--- src/hw/rtl/alc_pkg.sv ---
// shared types and constants for the associative lookup cache
`timescale 1ns / 1ps

package alc_pkg;

    localparam int ENTRIES_DEF  = 8;
    localparam int KEY_BITS_DEF = 32;
    localparam int KEY_IN_BITS  = 32;
    localparam int VALUE_BITS   = 32;
    localparam int COUNT_BITS   = 32;

    typedef struct packed {
        logic [KEY_IN_BITS-1:0] lookup_key;
        logic [VALUE_BITS-1:0]  backing_value;
    } lookup_req_t;

    typedef struct packed {
        logic [VALUE_BITS-1:0] result_value;
        logic                  was_hit;
        logic                  was_found;
        logic [COUNT_BITS-1:0] lookups_total;
        logic [COUNT_BITS-1:0] hits_total;
    } lookup_rsp_t;

    // per-cell control from the sequencer
    typedef struct packed {
        logic capture;
        logic fill;
    } cell_ctrl_t;

endpackage

--- src/hw/rtl/assoc_lookup_cache.sv ---
// top level of the fully associative lookup cache: sequencer, cell row, counters
//
//  channel | valid     | stall     | payload       | dir
//  --------+-----------+-----------+---------------+-----
//  request | req_valid | req_stall | req (key/val) | in
//  result  | rsp_valid | rsp_stall | rsp           | out
//
// one request at a time: the accept edge compares the key in every cell,
// the resolve step then finds hit and fill slot along the cell chain and writes
// the fill, which the compare of the following request must see
// a result waiting in the output register holds only the resolve step
// reset clears the valid bits and counters at once, no clearing pass

`timescale 1ns / 1ps

module assoc_lookup_cache
    import alc_pkg::*;
#(
    parameter int ENTRIES  = ENTRIES_DEF,
    parameter int KEY_BITS = KEY_BITS_DEF
)(
    input  logic        clk,
    input  logic        rst_n,
    input  logic        req_valid,
    output logic        req_stall,
    input  lookup_req_t req,
    output logic        rsp_valid,
    input  logic        rsp_stall,
    output lookup_rsp_t rsp
);

    typedef enum logic {
        ST_IDLE,
        ST_RESOLVE
    } state_t;

    state_t                state_reg;
    state_t                state_next;
    logic                  rsp_valid_reg;
    logic                  rsp_valid_next;
    lookup_rsp_t           rsp_reg;
    lookup_rsp_t           rsp_next;
    logic [COUNT_BITS-1:0] lookup_cnt_reg;
    logic [COUNT_BITS-1:0] lookup_cnt_next;
    logic [COUNT_BITS-1:0] hit_cnt_reg;
    logic [COUNT_BITS-1:0] hit_cnt_next;

    logic [KEY_BITS-1:0]   key_in;
    logic [KEY_BITS-1:0]   key_reg;
    logic [VALUE_BITS-1:0] backing_reg;

    logic                  accept;
    logic                  commit;
    logic                  fill_go;
    logic                  any_hit;
    logic                  any_empty;
    logic [ENTRIES:0]      hit_chain;
    logic [ENTRIES:0]      empty_chain;
    logic [ENTRIES-1:0]    hit_sel;
    logic [ENTRIES-1:0]    empty_sel;
    logic [ENTRIES-1:0]    fill_sel;
    logic [VALUE_BITS-1:0] cell_value [ENTRIES];
    logic [VALUE_BITS-1:0] hit_value;
    logic [VALUE_BITS-1:0] result_value;
    cell_ctrl_t            ctrl [ENTRIES];

    generate
        if (KEY_BITS <= KEY_IN_BITS)
        begin : g_key_narrow
            assign key_in = req.lookup_key[KEY_BITS-1:0];
        end
        else
        begin : g_key_wide
            assign key_in = {{(KEY_BITS-KEY_IN_BITS){1'b0}}, req.lookup_key};
        end
    endgenerate

    assign req_stall = (state_reg != ST_IDLE);
    assign accept    = req_valid & ~req_stall;
    assign commit    = (state_reg == ST_RESOLVE) & (~rsp_valid_reg | ~rsp_stall);

    assign hit_chain[0]         = 1'b0;
    assign empty_chain[ENTRIES] = 1'b0;
    assign any_hit              = hit_chain[ENTRIES];
    assign any_empty            = empty_chain[0];
    assign fill_go              = commit & ~any_hit & (backing_reg != '0);

    generate
        for (genvar i = 0; i < ENTRIES; i++)
        begin : g_cell
            // slot 0 takes the fill when the cache is full
            if (i == 0)
            begin : g_first
                assign fill_sel[i] = empty_sel[i] | ~any_empty;
            end
            else
            begin : g_rest
                assign fill_sel[i] = empty_sel[i];
            end

            assign ctrl[i].capture = accept;
            assign ctrl[i].fill    = fill_go & fill_sel[i];

            alc_cell #(
                .KEY_BITS (KEY_BITS)
            ) u_cell (
                .clk            (clk),
                .rst_n          (rst_n),
                .ctrl           (ctrl[i]),
                .cmp_key        (key_in),
                .fill_key       (key_reg),
                .fill_value     (backing_reg),
                .hit_seen_in    (hit_chain[i]),
                .hit_seen_out   (hit_chain[i+1]),
                .empty_seen_in  (empty_chain[i+1]),
                .empty_seen_out (empty_chain[i]),
                .hit_sel        (hit_sel[i]),
                .empty_sel      (empty_sel[i]),
                .value_out      (cell_value[i])
            );
        end
    endgenerate

    always_comb
    begin
        hit_value = '0;
        for (int i = 0; i < ENTRIES; i++)
        begin
            hit_value = hit_value | cell_value[i];
        end
    end

    // a miss returns the backing value, which is zero when nothing is fetched
    assign result_value = any_hit ? hit_value : backing_reg;

    always_comb
    begin
        state_next      = state_reg;
        rsp_valid_next  = rsp_valid_reg;
        rsp_next        = rsp_reg;
        lookup_cnt_next = lookup_cnt_reg;
        hit_cnt_next    = hit_cnt_reg;

        if (rsp_valid_reg && !rsp_stall)
        begin
            rsp_valid_next = 1'b0;
        end

        case (state_reg)
            ST_IDLE:
            begin
                if (accept)
                begin
                    state_next = ST_RESOLVE;
                end
            end
            ST_RESOLVE:
            begin
                if (commit)
                begin
                    lookup_cnt_next        = lookup_cnt_reg + COUNT_BITS'(1);
                    hit_cnt_next           = hit_cnt_reg + {{(COUNT_BITS-1){1'b0}}, any_hit};
                    rsp_next.result_value  = result_value;
                    rsp_next.was_hit       = any_hit;
                    rsp_next.was_found     = (result_value != '0);
                    rsp_next.lookups_total = lookup_cnt_next;
                    rsp_next.hits_total    = hit_cnt_next;
                    rsp_valid_next         = 1'b1;
                    state_next             = ST_IDLE;
                end
            end
            default:
            begin
                state_next = ST_IDLE;
            end
        endcase
    end

    always_ff @(posedge clk or negedge rst_n)
    begin
        if (!rst_n)
        begin
            state_reg      <= ST_IDLE;
            rsp_valid_reg  <= 1'b0;
            rsp_reg        <= '0;
            lookup_cnt_reg <= '0;
            hit_cnt_reg    <= '0;
        end
        else
        begin
            state_reg      <= state_next;
            rsp_valid_reg  <= rsp_valid_next;
            rsp_reg        <= rsp_next;
            lookup_cnt_reg <= lookup_cnt_next;
            hit_cnt_reg    <= hit_cnt_next;
        end
    end

    always_ff @(posedge clk)
    begin
        if (accept)
        begin
            key_reg     <= key_in;
            backing_reg <= req.backing_value;
        end
    end

    assign rsp_valid = rsp_valid_reg;
    assign rsp       = rsp_reg;

    a_hit_onehot: assert property (@(posedge clk) disable iff (!rst_n)
        $onehot0(hit_sel))
        else $error("more than one cell selected as hit");

    a_fill_onehot: assert property (@(posedge clk) disable iff (!rst_n)
        fill_go |-> $onehot(fill_sel))
        else $error("fill does not select exactly one cell");

    a_hit_found: assert property (@(posedge clk) disable iff (!rst_n)
        rsp_valid && rsp.was_hit |-> rsp.was_found)
        else $error("hit returned a zero value");

    a_commit_count: assert property (@(posedge clk) disable iff (!rst_n)
        commit |=> lookup_cnt_reg == $past(lookup_cnt_reg) + COUNT_BITS'(1))
        else $error("lookup counter did not advance on commit");

endmodule

--- src/hw/rtl/alc_cell.sv ---
// one cache slot: key, value and valid bit with its compare and chain links
`timescale 1ns / 1ps

module alc_cell
    import alc_pkg::*;
#(
    parameter int KEY_BITS = KEY_BITS_DEF
)(
    input  logic                  clk,
    input  logic                  rst_n,
    input  cell_ctrl_t            ctrl,
    input  logic [KEY_BITS-1:0]   cmp_key,
    input  logic [KEY_BITS-1:0]   fill_key,
    input  logic [VALUE_BITS-1:0] fill_value,
    input  logic                  hit_seen_in,
    output logic                  hit_seen_out,
    input  logic                  empty_seen_in,
    output logic                  empty_seen_out,
    output logic                  hit_sel,
    output logic                  empty_sel,
    output logic [VALUE_BITS-1:0] value_out
);

    logic [KEY_BITS-1:0]   key_reg;
    logic [KEY_BITS-1:0]   key_next;
    logic [VALUE_BITS-1:0] value_reg;
    logic [VALUE_BITS-1:0] value_next;
    logic                  valid_reg;
    logic                  valid_next;
    logic                  match_reg;
    logic                  match_next;

    always_comb
    begin
        match_next = ctrl.capture ? (valid_reg && (key_reg == cmp_key)) : match_reg;
        valid_next = valid_reg | ctrl.fill;
        key_next   = ctrl.fill ? fill_key : key_reg;
        value_next = ctrl.fill ? fill_value : value_reg;
    end

    // lowest matching slot wins, chain runs upwards
    assign hit_sel      = match_reg & ~hit_seen_in;
    assign hit_seen_out = hit_seen_in | match_reg;

    // highest empty slot wins, chain runs downwards
    assign empty_sel      = ~valid_reg & ~empty_seen_in;
    assign empty_seen_out = empty_seen_in | ~valid_reg;

    assign value_out = hit_sel ? value_reg : '0;

    always_ff @(posedge clk or negedge rst_n)
    begin
        if (!rst_n)
        begin
            valid_reg <= 1'b0;
            match_reg <= 1'b0;
        end
        else
        begin
            valid_reg <= valid_next;
            match_reg <= match_next;
        end
    end

    always_ff @(posedge clk)
    begin
        key_reg   <= key_next;
        value_reg <= value_next;
    end

endmodule
--- config.mk ---
export PLATFORM = sky130hd
export DESIGN_NAME = assoc_lookup_cache
export DESIGN_NICKNAME = d
export VERILOG_FILES = /design/src/hw/rtl/alc_pkg.sv /design/src/hw/rtl/assoc_lookup_cache.sv /design/src/hw/rtl/alc_cell.sv
export SDC_FILE = /design/constraint.sdc
export NUM_CORES = 1
export LEC_CHECK = 0
export BUFFER_PORTS_ARGS = -buffer_cell sky130_fd_sc_hd__buf_4
export CAP_MARGIN = 15
export CORE_UTILIZATION = 37
export DETAILED_ROUTE_END_ITERATION = 7
export GPL_ROUTABILITY_DRIVEN = 0
export PLACE_DENSITY = 0.64
export SYNTH_ARGS = -nofsm -noshare
export SYNTH_HDL_FRONTEND = slang
export SYNTH_SLANG_ARGS = --single-unit
--- constraint.sdc ---
create_clock -name clk -period 13.05 [get_ports clk]
set_input_delay 3.915 -clock clk [delete_from_list [all_inputs] [get_ports clk]]
set_output_delay 3.915 -clock clk [all_outputs]
set_load 0.02 [all_outputs]
==> results.sh <==
export IMPL_clock_latency_ps=610
export IMPL_power_frac_seq_pct=53.3
export IMPL_crit_slowest_cell="nor2_4"
export IMPL_cts_clk_slew_worst_paths_ps=60
export IMPL_num_antenna_cells=0
export IMPL_power_density_nw_per_um2=156.7
export IMPL_wire_per_inst_um=23.62
export IMPL_cts_root_buffer="clkbuf_16"
export IMPL_vias=15110
export IMPL_max_stage_delay_ps=870
export IMPL_avgViaCountPerCell=5.259
export IMPL_antenna_found_initial=2
export IMPL_max_slew_margin_pct=24.88
export IMPL_clkSinkCount=692
export IMPL_drv_slew=0
export IMPL_fillCellCount=6322
export IMPL_fin_crit_sh_pct=52.18
export IMPL_drc_errors=0
export IMPL_synth_most_common_cell="edfxtp_1"
export IMPL_maxCapViolations=0
export IMPL_fin_tns_setup_ps=0
export IMPL_p_sw_share_pct=23.61
export IMPL_core_um2=71980
export IMPL_async_flop_share_pct=16.76
export IMPL_io_pins=168
export IMPL_tightest_slew_ps=1127
export IMPL_period_needed_ps=6809
export IMPL_utilization_pct=43.97
export IMPL_critical_path_class="input pin to flop"
export IMPL_vdd_drop_max_v=0.0001249
export IMPL_syn_inst=1689
export IMPL_grt_usage_pct=18.32
export IMPL_status="finished, final reports clean"
export IMPL_crit_path_end_kind="flop"
export IMPL_hold_violations=0
export IMPL_grt_pass1_vias=15160
export IMPL_cts_path_max_buffers=3
export IMPL_synthTopCellsByArea="edfxtp_1 (64%), dfrtp_1 (11%), xor2_1 (6.1%)"
export IMPL_numCtsBuffers=70
export IMPL_htreeDepth=3
export IMPL_crit_top_cell="buf_4"
export IMPL_final_net_count=1941
export IMPL_routed_wl_um=67870
export IMPL_hold_path_class="flop to flop"
export IMPL_die_area_um2=74350
export IMPL_yosysTopAreaCell="edfxtp_1"
export IMPL_rsz0062_at_grt="no"
export IMPL_dp_cells=2748
export IMPL_setup_viol=0
export IMPL_hpwl_um=43360
export IMPL_fp_dieH_um=272.7
export IMPL_start_util_pct=37.66
export IMPL_clock_skew_ps=25.27
export IMPL_clock_power_share_pct=39.1
export IMPL_power_switching_uw=1171
export IMPL_io_buffers=167
export IMPL_layout_drive_gt1_share_pct=17.20
export IMPL_post_cts_setup_buffers=0
export IMPL_synth_common_cells="edfxtp_1 (576), xor2_1 (190), xnor2_1 (127), dfrtp_1 (116), nand2_1 (104)"
export IMPL_worstPathCellList="buf_4, a21bo_2, buf_4, nor3_1, and4_1, nand3_1, nor2_4, buf_4"
export IMPL_grt_max_degree=74
export IMPL_cp_arrival_ps=7050
export IMPL_netlist_area_leader_share_pct=63.81
export IMPL_combinationalPowerShare_pct=7.6
export IMPL_path_max_fanout=68
export IMPL_syn_area_um2=27110
export IMPL_yosysWarnings=0
export IMPL_die_w_um=272.7
export IMPL_num_rows=98
export IMPL_cts_repair_resized=0
export IMPL_synth_cell_types=60
export IMPL_start_kind="input pin"
export IMPL_ys_flop_type="edfxtp_1"
export IMPL_first_iter_violations=1382
export IMPL_ys_ff_latch=692
export IMPL_p_leak_uw=0.01109
export IMPL_cts_hold_buffers=0
export IMPL_grt_pass1_wl_um=99950
export IMPL_grt_ovfl_total=0
export IMPL_drt_antenna_violating_nets=0
export IMPL_syn_nets=1760
export IMPL_required_ps=13290
export IMPL_fmax_ghz=0.1469
export IMPL_synth_area_per_cell_um2=16.05
export IMPL_p_int_uw=3789
export IMPL_area_growth_syn_to_layout_pct=16.76
export IMPL_first_pass_iters=5
export IMPL_synth_edf_count=576
export IMPL_cts_tree="yes"
export IMPL_yosysSeqAreaShare_pct=74.52
export IMPL_layout_cells_non_filler=2874
-- area by class of cell --
type	count	area, µm²	share of cell area, %
clock buffers	98	1972	6.230
clock inverters	28	224.0	0.7076
inverters	15	57.56	0.1818
multi-input cells	902	6589	20.82
flip-flops and latches	692	20200	63.82
well taps	950	1189	3.756
repair buffers	189	1419	4.483
-- through the flow --
stage               total power, µW  instance area [µm²]  setup WS, ps  hold slack (ps)
global route                   5122                31650          6019            504.1
floorplan                      2855                27110          1952            442.8
global placement               3057                29450          5696            465.6
CTS                            5003                31650          6236            477.3
detailed placement             3070                29450          5607            464.8
finish                         4960                31650          6241            471.7
-- worst paths after layout --
kind | start | to | slack [ps] | cells after the start
max in group asynchronous | rst_n | lookup_cnt_reg[6]$_DFFE_PN0P_ | 8410 | 2
hold / removal | lookup_cnt_reg[31]$_DFFE_PN0P_ | lookup_cnt_reg[31]$_DFFE_PN0P_ | 470 | 1
min in group asynchronous | rst_n | lookup_cnt_reg[15]$_DFFE_PN0P_ | 3400 | 1
setup reg to reg | g_cell[2].u_cell.match_reg$_DFFE_PN0P_ | g_cell[1].u_cell.value_reg[21]$_DFFE_PP_ | 8620 | 8
hold reg to reg | lookup_cnt_reg[31]$_DFFE_PN0P_ | lookup_cnt_reg[31]$_DFFE_PN0P_ | 470 | 1
setup / recovery | rsp_stall | g_cell[1].u_cell.value_reg[21]$_DFFE_PP_ | 6240 | 8
-- worst max-delay path, delay by kind of cell --
family          cells  cell delay (ps)
simple gates        4             1860
buf+inv             3             1010
compound gates      1              210
-- per-layer routing --
| layer | part of all wire [%] | track usage, % |
|---|---|---|
| met1 | 43 | 24.74 |
| met5 | 0.025 | 0 |
| met3 | 5.9 | 3.330 |
| met2 | 49 | 29.85 |
| met4 | 2.8 | 5.943 |
-- power groups by stage --
stage,Combinational (µW),Clock (µW),Sequential (µW)
floorplan,150,0,2700
detailed placement,379,0,2690
finish,377,1940,2640
CTS,381,1980,2650
global route,409,2060,2660
global placement,372,0,2680
-- cell families (layout without fill, tap and decap cells) --
family	after synthesis	after routing	synth area share, %
DFF	692	692	74.52
AOI/OAI and AO/OA	192	192	5.207
xor gates and xnor gates	317	317	10.24
buffers and inverters	95	330	1.426
and+or+nand+nor	353	353	7.025
adders and majority gates	3	3	0.1385
muxes	37	37	1.445
-- cells in the final DEF (no fill, tap or decap), drive strengths merged, types with 4 or more instances in the layout --
master and count:
edfxtp 576, xor2 190, buf 189, xnor2 127
dfrtp 116, nand2 104, clkbuf 98, nor4 62
nand4 53, o21ai 34, o22ai 31, nor2 30
a221oi 27, nor2b 23, nand3 22, mux2i 20
inv 20, clkinv 20, a21oi 18, mux2 17
a22o 14, a221o 13, and3 12, nor3 12
o32ai 10, nand2b 9, a22oi 9, o2bb2ai 8
o211ai 8, o221ai 7, and2 7, or2 5
and4 4, a31oi 4
No activity file was read; power rests on OpenSTA's default activity.
